===== config.mk =====
export PLATFORM = sky130hd
export DESIGN_NAME = jpeg_frame_header_locator
export DESIGN_NICKNAME = d
export VERILOG_FILES = /design/src/jfhl_pkg.sv /design/src/jfhl_parser.sv /design/src/jpeg_frame_header_locator.sv
export SDC_FILE = /design/constraint.sdc
export NUM_CORES = 1
export LEC_CHECK = 0
export BUFFER_PORTS_ARGS = -buffer_cell sky130_fd_sc_hd__buf_2
export CAP_MARGIN = 15
export CORE_MARGIN = 2
export CORE_UTILIZATION = 35
export DETAILED_ROUTE_END_ITERATION = 10
export SYNTH_ARGS = -nofsm -noshare
export SYNTH_HDL_FRONTEND = slang
export SYNTH_SLANG_ARGS = --single-unit

===== constraint.sdc =====
create_clock -name clk -period 8.2 [get_ports clk]
set_clock_uncertainty 0.05 [all_clocks]
set_input_delay 0.41 -clock clk [delete_from_list [all_inputs] [get_ports clk]]
set_output_delay 0.41 -clock clk [all_outputs]
set_load 0.03 [all_outputs]

===== src/jfhl_pkg.sv =====
`default_nettype none
package jfhl_pkg;

  typedef enum logic [3:0] {
    PH_SIG0 = 4'd0,
    PH_SIG1 = 4'd1,
    PH_MARK = 4'd2,
    PH_LENH = 4'd3,
    PH_LENL = 4'd4,
    PH_SKIP = 4'd5,
    PH_SOF  = 4'd6,
    PH_DONE = 4'd7,
    PH_FAIL = 4'd8
  } phase_t;

  localparam logic [7:0] MARK_FILL = 8'hff;
  localparam logic [7:0] MARK_SOI  = 8'hd8;
  localparam logic [7:0] MARK_EOI  = 8'hd9;
  localparam logic [7:0] MARK_SOS  = 8'hda;
  localparam logic [7:0] MARK_TEM  = 8'h01;
  localparam logic [7:0] MARK_RST0 = 8'hd0;
  localparam logic [7:0] MARK_RST7 = 8'hd7;
  localparam logic [7:0] SOF_FIRST = 8'hc0;
  localparam logic [7:0] SOF_LAST  = 8'hcf;
  localparam logic [7:0] MARK_DHT  = 8'hc4;
  localparam logic [7:0] MARK_JPG  = 8'hc8;
  localparam logic [7:0] MARK_DAC  = 8'hcc;

  localparam logic [15:0] MIN_SEG_LEN = 16'd2;
  localparam logic [15:0] MIN_SOF_LEN = 16'd7;
  localparam logic [2:0]  MIN_FILE_BYTES = 3'd4;
  localparam logic [7:0]  SOF_POS_SAT = 8'd5;

  typedef struct packed {
    logic        found;
    logic [15:0] width;
    logic [15:0] height;
  } frame_info_t;

  function automatic logic is_sof(input logic [7:0] m);
    is_sof = (m >= SOF_FIRST) && (m <= SOF_LAST) &&
             (m != MARK_DHT) && (m != MARK_JPG) && (m != MARK_DAC);
  endfunction

endpackage
`default_nettype wire


===== src/jfhl_parser.sv =====
`default_nettype none
module jfhl_parser (
  input  wire logic                clk,
  input  wire logic                rst,
  input  wire logic                take,
  input  wire logic [7:0]          data_byte,
  input  wire logic                first_of_file,
  input  wire logic                last_of_file,
  output jfhl_pkg::frame_info_t    info
);
  import jfhl_pkg::*;

  phase_t      parse_phase, parse_phase_next;
  logic [2:0]  bytes_seen, bytes_seen_next;
  logic [15:0] segment_left, segment_left_next;
  logic [7:0]  length_high, length_high_next;
  logic        in_frame_segment, in_frame_segment_next;
  logic [15:0] frame_height, frame_height_next;
  logic [15:0] frame_width, frame_width_next;

  phase_t      ph;
  logic [2:0]  bs;
  logic [15:0] sl;
  logic [7:0]  lh;
  logic        ifs;
  logic [15:0] seg_len;
  logic [15:0] sl_dec;

  always_comb begin
    // a new file starts from the cleared state
    ph  = first_of_file ? PH_SIG0 : parse_phase;
    bs  = first_of_file ? 3'd0 : bytes_seen;
    sl  = first_of_file ? 16'd0 : segment_left;
    lh  = first_of_file ? 8'd0 : length_high;
    ifs = first_of_file ? 1'b0 : in_frame_segment;
    frame_height_next = first_of_file ? 16'd0 : frame_height;
    frame_width_next  = first_of_file ? 16'd0 : frame_width;

    parse_phase_next      = ph;
    bytes_seen_next       = (bs < MIN_FILE_BYTES) ? bs + 3'd1 : bs;
    segment_left_next     = sl;
    length_high_next      = lh;
    in_frame_segment_next = ifs;
    seg_len = {lh, data_byte};
    sl_dec  = (sl != 16'd0) ? sl - 16'd1 : sl;

    case (ph)
      PH_SIG0: parse_phase_next = (data_byte == MARK_FILL) ? PH_SIG1 : PH_FAIL;
      PH_SIG1: parse_phase_next = (data_byte == MARK_SOI) ? PH_MARK : PH_FAIL;
      PH_MARK: begin
        if (data_byte == MARK_FILL) begin
          parse_phase_next = PH_MARK;
        end else if (data_byte == MARK_EOI || data_byte == MARK_SOS) begin
          parse_phase_next = PH_FAIL;
        end else if (data_byte == MARK_TEM ||
                     (data_byte >= MARK_RST0 && data_byte <= MARK_RST7)) begin
          parse_phase_next = PH_MARK;
        end else begin
          in_frame_segment_next = is_sof(data_byte);
          parse_phase_next = PH_LENH;
        end
      end
      PH_LENH: begin
        length_high_next = data_byte;
        parse_phase_next = PH_LENL;
      end
      PH_LENL: begin
        if (seg_len < MIN_SEG_LEN || (ifs && seg_len < MIN_SOF_LEN)) begin
          parse_phase_next = PH_FAIL;
        end else begin
          segment_left_next = seg_len - MIN_SEG_LEN;
          if (ifs) begin
            length_high_next = 8'd0;
            parse_phase_next = PH_SOF;
          end else begin
            parse_phase_next = (seg_len == MIN_SEG_LEN) ? PH_MARK : PH_SKIP;
          end
        end
      end
      PH_SKIP: begin
        segment_left_next = sl_dec;
        if (sl_dec == 16'd0) parse_phase_next = PH_MARK;
      end
      PH_SOF: begin
        // body position: precision, height hi/lo, width hi/lo
        case (lh)
          8'd1: frame_height_next[15:8] = data_byte;
          8'd2: frame_height_next[7:0]  = data_byte;
          8'd3: frame_width_next[15:8]  = data_byte;
          8'd4: frame_width_next[7:0]   = data_byte;
          default: ;
        endcase
        if (lh < SOF_POS_SAT) length_high_next = lh + 8'd1;
        segment_left_next = sl_dec;
        if (sl_dec == 16'd0) parse_phase_next = PH_DONE;
      end
      default: ;
    endcase

    info.found  = (parse_phase_next == PH_DONE) && (bytes_seen_next >= MIN_FILE_BYTES) &&
                  (frame_width_next != 16'd0) && (frame_height_next != 16'd0);
    info.width  = info.found ? frame_width_next : 16'd0;
    info.height = info.found ? frame_height_next : 16'd0;
  end

  always_ff @(posedge clk) begin
    if (rst || (take && last_of_file)) begin
      parse_phase      <= PH_SIG0;
      bytes_seen       <= 3'd0;
      segment_left     <= 16'd0;
      length_high      <= 8'd0;
      in_frame_segment <= 1'b0;
      frame_height     <= 16'd0;
      frame_width      <= 16'd0;
    end else if (take) begin
      parse_phase      <= parse_phase_next;
      bytes_seen       <= bytes_seen_next;
      segment_left     <= segment_left_next;
      length_high      <= length_high_next;
      in_frame_segment <= in_frame_segment_next;
      frame_height     <= frame_height_next;
      frame_width      <= frame_width_next;
    end
  end

endmodule
`default_nettype wire


===== src/jpeg_frame_header_locator.sv =====
`default_nettype none
// Scans a JPEG file presented one byte per transaction and reports the size
// of the first complete start-of-frame segment. One byte is accepted every
// cycle while in_ready is high; the per-byte work is a marker/length phase
// update in the parser. The byte flagged last_of_file produces one result,
// which is registered in a result stage and then in the output register,
// where the 16x16 width*height multiply is done. The two registers let two
// results queue, so input stalls only when both hold one and out_ready is low.
module jpeg_frame_header_locator (
  input  wire logic        clk,
  input  wire logic        rst,
  input  wire logic        in_valid,
  output logic             in_ready,
  input  wire logic [7:0]  data_byte,
  input  wire logic        first_of_file,
  input  wire logic        last_of_file,
  output logic             out_valid,
  input  wire logic        out_ready,
  output logic             frame_found,
  output logic [15:0]      image_width,
  output logic [15:0]      image_height,
  output logic [35:0]      decoded_size
);
  import jfhl_pkg::*;

  logic        take;
  logic        out_load;
  frame_info_t info;
  frame_info_t info_a;
  logic        a_valid;

  assign out_load = !out_valid || out_ready;
  assign in_ready = !a_valid || out_load;
  assign take     = in_valid && in_ready;

  jfhl_parser u_parser (
    .clk           (clk),
    .rst           (rst),
    .take          (take),
    .data_byte     (data_byte),
    .first_of_file (first_of_file),
    .last_of_file  (last_of_file),
    .info          (info)
  );

  always_ff @(posedge clk) begin
    if (rst) begin
      a_valid <= 1'b0;
    end else if (take && last_of_file) begin
      a_valid <= 1'b1;
    end else if (out_load) begin
      a_valid <= 1'b0;
    end
    if (take && last_of_file) info_a <= info;
  end

  always_ff @(posedge clk) begin
    if (rst) begin
      out_valid <= 1'b0;
    end else if (out_load) begin
      out_valid <= a_valid;
    end
    if (out_load && a_valid) begin
      frame_found  <= info_a.found;
      image_width  <= info_a.width;
      image_height <= info_a.height;
      // full 32-bit product before the x16 shift
      decoded_size <= {{16'd0, info_a.width} * {16'd0, info_a.height}, 4'b0000};
    end
  end

  a_no_frame_zero: assert property (@(posedge clk) disable iff (rst)
    out_valid && !frame_found |->
      image_width == 16'd0 && image_height == 16'd0 && decoded_size == 36'd0)
    else $error("not-found result carries nonzero size");

  a_found_nonzero: assert property (@(posedge clk) disable iff (rst)
    out_valid && frame_found |-> image_width != 16'd0 && image_height != 16'd0)
    else $error("found result with zero dimension");

  a_last_queues: assert property (@(posedge clk) disable iff (rst)
    in_valid && in_ready && last_of_file |=> a_valid)
    else $error("last byte did not queue a result");

endmodule
`default_nettype wire

* After elaboration in Yosys (flattened, before gate mapping)
Index checks and enable logic that the tools add are counted.
** Cells by class
- Reduce and logical (&&, ||, !) cells :: 27
- Eq/ne operators :: 20
- Bitwise logic cells :: 0
- Multiply operators :: 1
- Div/mod/pow operators :: 0
- Mux-type cells :: 38
- Add/sub/neg operators :: 4
- Shift operators :: 0
- Order comparisons :: 9
** Operator list (count)
- $mux 16 :: 7
- $mux 8 :: 8
- $reduce_bool 16->1 :: 3
- $mux 4 :: 9
- $eq 8x8->1 const B :: 4
- $mul 16x16->32 :: 1
- $pmux 16 s2 :: 1
- $pmux 4 s7 :: 1
- $ne 8x8->1 const B :: 3
- $pmux 8 s3 :: 1
- $eq 16x2->1 const B :: 1
- $eq 4x3->1 const B :: 4
- $eq 8x1->1 const B :: 2
- $eq 8x2->1 const B :: 2
- $ge 8x8->1 const B :: 2
- $le 8x8->1 const B :: 2
- $logic_not 16->1 :: 1
- $lt 16x2->1 const B :: 1
- $lt 16x3->1 const B :: 1
- $sub 16x1->16 const B :: 1
- $sub 16x2->16 const B :: 1
- $logic_and 1x1->1 :: 12
- $mux 3 :: 3
- $add 8x1->8 const B :: 1
- other kinds (13) :: 27
** Storage, ports and cells
- Bits in writable memories :: 0
- Memories kept :: 0
- ROM bits :: 0
- Register bits :: 164
- Input port bits :: 14
- Logic and storage cells :: 115
- Output and inout port bits :: 71
- Bits in latches :: 0

* Depth between registers and ports, before layout
Gate-level depths: netlist (run 1).
- Depth after elaboration :: 11
- Mapped depth :: 23

* Modules after synthesis
From an unflattened synthesis (run 1), not the netlist that was laid out.
** Unflattened totals
- Cell total of the unflattened synthesis :: 1755
- Area, all modules :: 16507.1 um^2
** By module, submodules not included
- jpeg_frame_header_locator :: area each 11671.2 um^2, cells each 1111, instances 1, sequential area each 2982.9 um^2
- jfhl_parser :: area each 4835.9 um^2, cells each 644, instances 1, sequential area each 1281.2 um^2

* Worst setup path before layout (run 1)
No wires, ideal clock.
- Path kind :: register to register
- Start :: register info_a[9] (netlist name)
- End :: register decoded_size[33], data pin
- Cell stages (with the launch flop) :: 22
- Path slack :: 2151 ps
- Path buffers :: 1
- Library setup time :: 269 ps
- Data arrival time :: 5730 ps
- Data required time :: 7881 ps
- Period minus slack after synthesis :: 6049 ps
- Cell sequence :: edfxtp_1 > clkbuf_1 > nand2_1 > fa_1 > inv_1 > fa_1 > inv_1 > fa_1 > inv_1 > fa_1 > fa_1 > inv_1 > fa_1 > inv_1 > ha_1 > and3_1 > a31oi_1 > nand2_1 > o211a_1 > a211oi_1 > o21ai_0 > xor2_1
** On the way
- Cells in the longest elaborated chain, start to end :: 1
** RTL lines
- from (decl) :: line jpeg_frame_header_locator.sv:29 : frame_info_t info_a;
- from (signal assigned) :: line jpeg_frame_header_locator.sv:54 : if (take && last_of_file) info_a <= info;
- $mul 16x16->32 :: line jpeg_frame_header_locator.sv:68 : decoded_size <= {{16'd0, info_a.width} * {16'd0, info_a.height}, 4'b0000};
- to (signal assigned) :: line jpeg_frame_header_locator.sv:68
- to (decl) :: line jpeg_frame_header_locator.sv:22 : output logic [35:0] decoded_size
Every way passes these cells.
A chain may end at the register's enable or synchronous reset.

* Worst setup path after layout (run 1)
- Start :: register info_a[21] (netlist name)
- End :: register decoded_size[34], data pin
The elaborated chain is that of the path after synthesis.

==> results.yml, run 1 <==
worst_setup_path:
  critPathKind: "flop to flop"
  start_kind: "flop"
  required_ns: 8.42
  worst_ep_arrival_time_ns: 7.21
  crit_fanout: 17
  end_kind: "flop"
placement:
  port-buffer-count: 80
  placedCellCount: 2438
  dpl.hpwl_microns: 32800
  gp_congestion: 0.898
  place_area_sq_um: 17600
global_route:
  grt_max_degree: 66
  grt.total_usage: 0.184
  grt_overflow: 0
  grt_pass1_vias: 13000
  antenna_found_initial: 0
  grt_pass1_wl_microns: 71300
power:
  powerDensity_nw_per_um2: 249
  peakVddDrop_uv: 245
  leakagePower_nw: 7.84
timing:
  slew_viol_final: 0
  slew-limit-headroom: 0.251
  setup-tns-final_ns: 0
  period_share: 0.853
  setup_violations: 0
  hold_viol: 0
  tightest_slew_ns: 1.12
  rsz0062_at_grt: "false"
  fmax_ghz: 0.143
  min_period_ns: 6.99
clock_network:
  ctsResizeCount: 0
  clkTransAtPathRegs_ns: 0.08
  htree_levels: 4
  cts_made_buffers: 17
  clk_latency_ns: 0.49
  cts_buffer_depth: 2
  cts_sinks: 164
  tritoncts: "built"
  cts-root-buf: "clkbuf_16"
  cts_setup_buffers: 0
  ctsHoldBuffers: 0
drt:
  ant_nets: 0
  drt-total-wl_microns: 44400
  dr.pass1.iters: 5
  wl_per_cell_microns: 18.0
  viasPerCell: 5.32
  drc: 0
  vias: 13200
  drt_iter0_markers: 1250
synthesis:
  synth_flop_cell: "edfxtp_1"
  synth-seq-cells: 164
  ys_types: 77
  synth_area_sq_um: 16800
  synth.largest_area_cell: "fa_1"
  synth-async-reset-ratio: 0
  synthTopCellsByArea: "fa_1 23%, edfxtp_1 18%, ha_1 8.4%"
  synth_edf_count: 98
  syn_inst: 1824
  yosysWarnings: 0
  synth_top_area_share: 0.232
  synth_area_per_cell_sq_um: 9.19
  synth-seq-area-share: 0.254
floorplan:
  ios: 85
  coreArea_sq_um: 47500
  die_h_microns: 223
  start_util: 0.353
  rows: 80
  dieWidth_microns: 223
  fp.dieArea_sq_um: 49700
final_layout:
  diodes: 0
  drive_gt1_frac: 0.0841
  finalNonFillerCells: 2470
  area_delta_synth_final_pct: 8.94
  final_cell_area_sq_um: 18300
  fill_cells: 4742
  final_net_count: 2163
worst_hold_path:
  min_path_type: "input pin to flop"
run:
  max_cap_violations: 0
outcome:
  status: "finished clean"
[critical path: stages, from the launching register on]
cell and delay [ns]:
edfxtp_1 0.65, and2_1 0.30, fa_1 0.53, inv_1 0.06, fa_1 0.58, fa_1 0.47
fa_1 0.49, inv_1 0.05, fa_1 0.54, inv_1 0.06, fa_1 0.52, inv_1 0.04
ha_1 0.37, a21oi_1 0.14, o21ai_0 0.18, o2bb2ai_1 0.22, o31a_1 0.36, o2111ai_1 0.39
nand2_1 0.14, o211a_1 0.28, o311ai_0 0.35
[cell type report]
type,instances,area [sq um],area share
timing repair buffer,93,498,0.0273
clock buffer,19,464,0.0254
tap,615,769,0.0421
clock inverter,13,158,0.00863
multi-input combinational,1318,11200,0.612
inverter,248,931,0.0510
sequential,164,4260,0.234
[state kept, by name (all words and copies together) (netlist names)]
register                   flops
decoded_size                  32
u_parser.bytes_seen            3
frame_found                    1
u_parser.parse_phase           4
out_valid                      1
image_height                  16
u_parser.frame_width          16
a_valid                        1
u_parser.segment_left         16
u_parser.frame_height         16
u_parser.length_high           8
info_a                        33
u_parser.in_frame_segment      1
image_width                   16
[Yosys cell counts (4+ instances only)]
cell type	count
xnor2_1	21
o22ai_1	6
dfxtp_1	66
nand2_1	208
a22o_1	6
o311ai_0	5
or2_2	6
edfxtp_1	98
xor2_1	14
a21boi_0	8
buf_4	8
a22oi_1	44
buf_2	12
a211oi_2	9
mux2i_1	7
a21oi_1	60
o211a_1	7
nand4_1	6
nand3_1	43
and2_1	124
nor3_1	23
fa_1	194
or3_1	5
o2111ai_1	7
a21o_1	19
o211ai_1	8
o21ai_0	58
ha_1	113
o21ai_1	4
inv_1	248
nor2b_1	21
nand2b_1	10
a211oi_1	31
o21a_1	10
nor4_1	14
and3_1	8
and4_1	4
nor2_1	126
clkbuf_1	72
buf_1	5
a31oi_1	22
o21bai_1	8
[cells by family after synthesis]
logic type	synth area share
AO/OA/AOI/OAI	0.144
XOR/XNOR	0.0183
AND/OR/NAND/NOR	0.181
flip-flops	0.254
other	0.000224
multiplexers	0.00620
buffers and inverters	0.0800
adder cells (fa/ha/maj)	0.316
[placed cells by master, fill, tap and decap left out, types with 22 or more instances in the layout]
master,synthesis,layout
a21oi_1,60,60
inv_1,248,248
o21ai_0,58,58
nor2_1,126,126
fa_1,194,194
nand3_1,43,43
dfxtp_1,66,66
and2_1,124,124
buf_2,12,80
a211oi_1,31,31
a31oi_1,22,22
a22oi_1,44,44
edfxtp_1,98,98
nor3_1,23,23
nand2_1,208,208
ha_1,113,113
[report_power, final]
part           leakage [nW]  switching [W]  internal [W]
sequential             1.45      0.0000451       0.00105
combinational          6.10        0.00151       0.00107
clock                 0.302       0.000394      0.000484
[metrics by stage]
stage | power, W | worst slack [ns] | util | hold WS [ns]
floorplan | 0.00312 | 2.15 | - | 0.350
global placement | 0.00364 | 1.31 | 0.371 | 0.359
detailed placement | 0.00369 | 1.27 | 0.371 | 0.371
CTS | 0.00459 | 1.23 | 0.384 | 0.0316
global route | 0.00496 | 0.813 | 0.384 | 0.0465
finish | 0.00455 | 1.21 | 0.384 | 0.0624
[path summary, 6_finish.rpt]
path	slack [ns]	cells after the start	endpoint	startpoint
min reg2reg	0.38	0	frame_found	info_a[32]
max reg2reg	1.21	20	decoded_size[34]	info_a[21]
max	1.21	20	decoded_size[34]	info_a[21]
min	0.06	2	a_valid	rst
[layer usage]
metal	vias up	part of all wire	GRT usage
li1	6144	-	-
met1	6489	0.45	0.253
met2	452	0.46	0.289
met3	65	0.065	0.0333
met4	0	0.022	0.0645
met5	-	0	0
(Power assumes the default switching activity.)
==> run 2, diff against run 1 <==
--- a/config.mk
+++ b/config.mk
@@ -10,6 +10,7 @@
 export CORE_MARGIN = 2
 export CORE_UTILIZATION = 35
 export DETAILED_ROUTE_END_ITERATION = 10
+export PLACE_DENSITY = 0.58
 export SYNTH_ARGS = -nofsm -noshare
 export SYNTH_HDL_FRONTEND = slang
 export SYNTH_SLANG_ARGS = --single-unit
==> run 2 against run 1 <==
Against the previous run: largest power group unchanged; sequential cell count did not move; register-to-register slack improved by 0.06 ns; highest routed layer unchanged; sequential share of layout area grew 0.063 points; non-clock buffer count unchanged; final cell count unchanged; count of clock-buffer cells in the layout did not move; hold slack gained 0.011 ns.
==> results.yml, run 2 (same netlist as run 1, synthesis figures left out) <==
floorplan:
  ios: 85
  fp.dieArea_sq_um: 49700
  dieWidth_microns: 223
  rows: 80
  start_util: 0.353
  die_h_microns: 223
  coreArea_sq_um: 47500
clock_network:
  cts_setup_buffers: 0
  tritoncts: "built"
  htree_levels: 4
  ctsResizeCount: 0
  cts-root-buf: "clkbuf_16"
  cts_sinks: 164
  ctsHoldBuffers: 0
  clkTransAtPathRegs_ns: 0.08
  cts_made_buffers: 17
  clk_latency_ns: 0.48
  cts_buffer_depth: 2
placement:
  port-buffer-count: 80
  dpl.hpwl_microns: 33200
  gp_congestion: 0.864
timing:
  setup-tns-final_ns: 0
  rsz0062_at_grt: "false"
  fmax_ghz: 0.144
  min_period_ns: 6.93
  slew-limit-headroom: 0.225
  slew_viol_final: 0
  hold_viol: 0
  period_share: 0.845
  tightest_slew_ns: 1.16
  whs_ns: 0.0736
  setup_violations: 0
final_layout:
  drive_gt1_frac: 0.0830
  largest-register: "info_a"
  reg.largest.list: "info_a: 33 flops, decoded_size: 32 flops"
  diodes: 0
  largest_reg_flops: 33
  area_delta_synth_final_pct: 8.65
  final_net_count: 2163
  fill_cells: 4844
  final_common_cell: "inv_1"
  final_cell_mix: "248 x inv_1, 208 x nand2_1, 194 x fa_1"
drt:
  drt-total-wl_microns: 44900
  wl_per_cell_microns: 18.2
  drt_iter0_markers: 1084
  dr.pass1.iters: 5
  vias: 13200
  drc: 0
  viasPerCell: 5.33
  ant_nets: 0
worst_setup_path:
  r2r_setup_slack_ns: 1.27
  crit_chain: "and2_1 -> fa_1 -> inv_1 -> fa_1 -> fa_1 -> fa_1 -> inv_1 -> fa_1 -> inv_1 -> fa_1 -> inv_1 -> ha_1 -> a21oi_1 -> o21ai_0 -> o2bb2ai_1 -> o31a_1 -> o2111ai_1 -> nand2_1 -> o211a_1 -> o311ai_0"
  cp_slowest_stage_delay_ns: 0.65
  required_ns: 8.42
  crit_fanout: 17
  worst_ep_arrival_time_ns: 7.15
  critPathKind: "flop to flop"
  critPathMostFrequentCell: "fa_1"
  start_kind: "flop"
  end_kind: "flop"
  path_buf_inv: 4
  cpMaxStageDelayCell: "edfxtp_1"
  path_delay_family: "adder cells"
power:
  seqPwrFrac: 0.242
  p_sw_w: 0.00195
  powerDensity_nw_per_um2: 247
  combPwrFrac: 0.576
  sw_frac_of_total: 0.433
  peakVddDrop_uv: 206
  p_clk_frac: 0.181
  leakagePower_nw: 7.83
  p_int_w: 0.00255
global_route:
  grt_max_degree: 66
  grt.total_usage: 0.187
  grt_overflow: 0
  antenna_found_initial: 0
  grt_pass1_vias: 13100
  grt_pass1_wl_microns: 72400
worst_hold_path:
  min_path_type: "input pin to flop"
run:
  max_cap_violations: 0
outcome:
  status: "finished clean"
[run 2: cell count changes in the layout (fill, tap and decap cells not counted), moves of 2 or more]
cell        before  now
clkinv_4         1    4
inv_8            3    1
clkinv_1         0    2
clkinvlp_4       2    0
[run 2: layout make-up]
class                           instances  area, sq um  area share
Sequential cell                       164         4260       0.234
Clock buffer                           19          453      0.0249
Tap cell                              615          769      0.0423
Timing Repair Buffer                   93          498      0.0273
Multi-Input combinational cell       1318        11200       0.614
Inverter                              248          931      0.0511
Clock inverter                         13          120     0.00660
[run 2: power groups by stage]
stage	Combinational, W	Clock, W	Sequential, W
after global placement	0.00254	0	0.00111
after floorplan	0.00193	0	0.00119
after global routing	0.00295	0.000871	0.00110
after detailed placement	0.00259	0	0.00111
after CTS	0.00261	0.000840	0.00109
final	0.00260	0.000817	0.00109
[run 2: worst paths after layout]
path | depth (start not counted) | to | start
setup / recovery | 20 | decoded_size[34] | info_a[21]
setup reg to reg | 20 | decoded_size[34] | info_a[21]
hold reg to reg | 0 | frame_found | info_a[32]
hold / removal | 2 | a_valid | rst
[run 2: metrics by stage]
| stage | power (W) | worst slack, ns | instance area [sq um] | utilization | instances |
|---|---|---|---|---|---|
| finish | 0.00450 | 1.27 | 18200 | 0.383 | 2470 |
| global route | 0.00491 | 0.824 | 18200 | 0.383 | 2470 |
| CTS | 0.00454 | 1.23 | 18200 | 0.383 | 2470 |
| detailed placement | 0.00370 | 1.23 | 17600 | 0.371 | 2438 |
| global placement | 0.00365 | 1.30 | 17600 | 0.371 | 2438 |
| floorplan | 0.00312 | 2.15 | 16800 | - | 1827 |
[run 2: per-layer routing]
layer  wire, microns  GRT usage  vias up  share of wire
li1                -          -     6148              -
met1           20900      0.258     6623           0.46
met2           21100      0.298      354           0.47
met3            2290     0.0427       49          0.051
met4             628     0.0439        0          0.014
met5               0          0        -              0
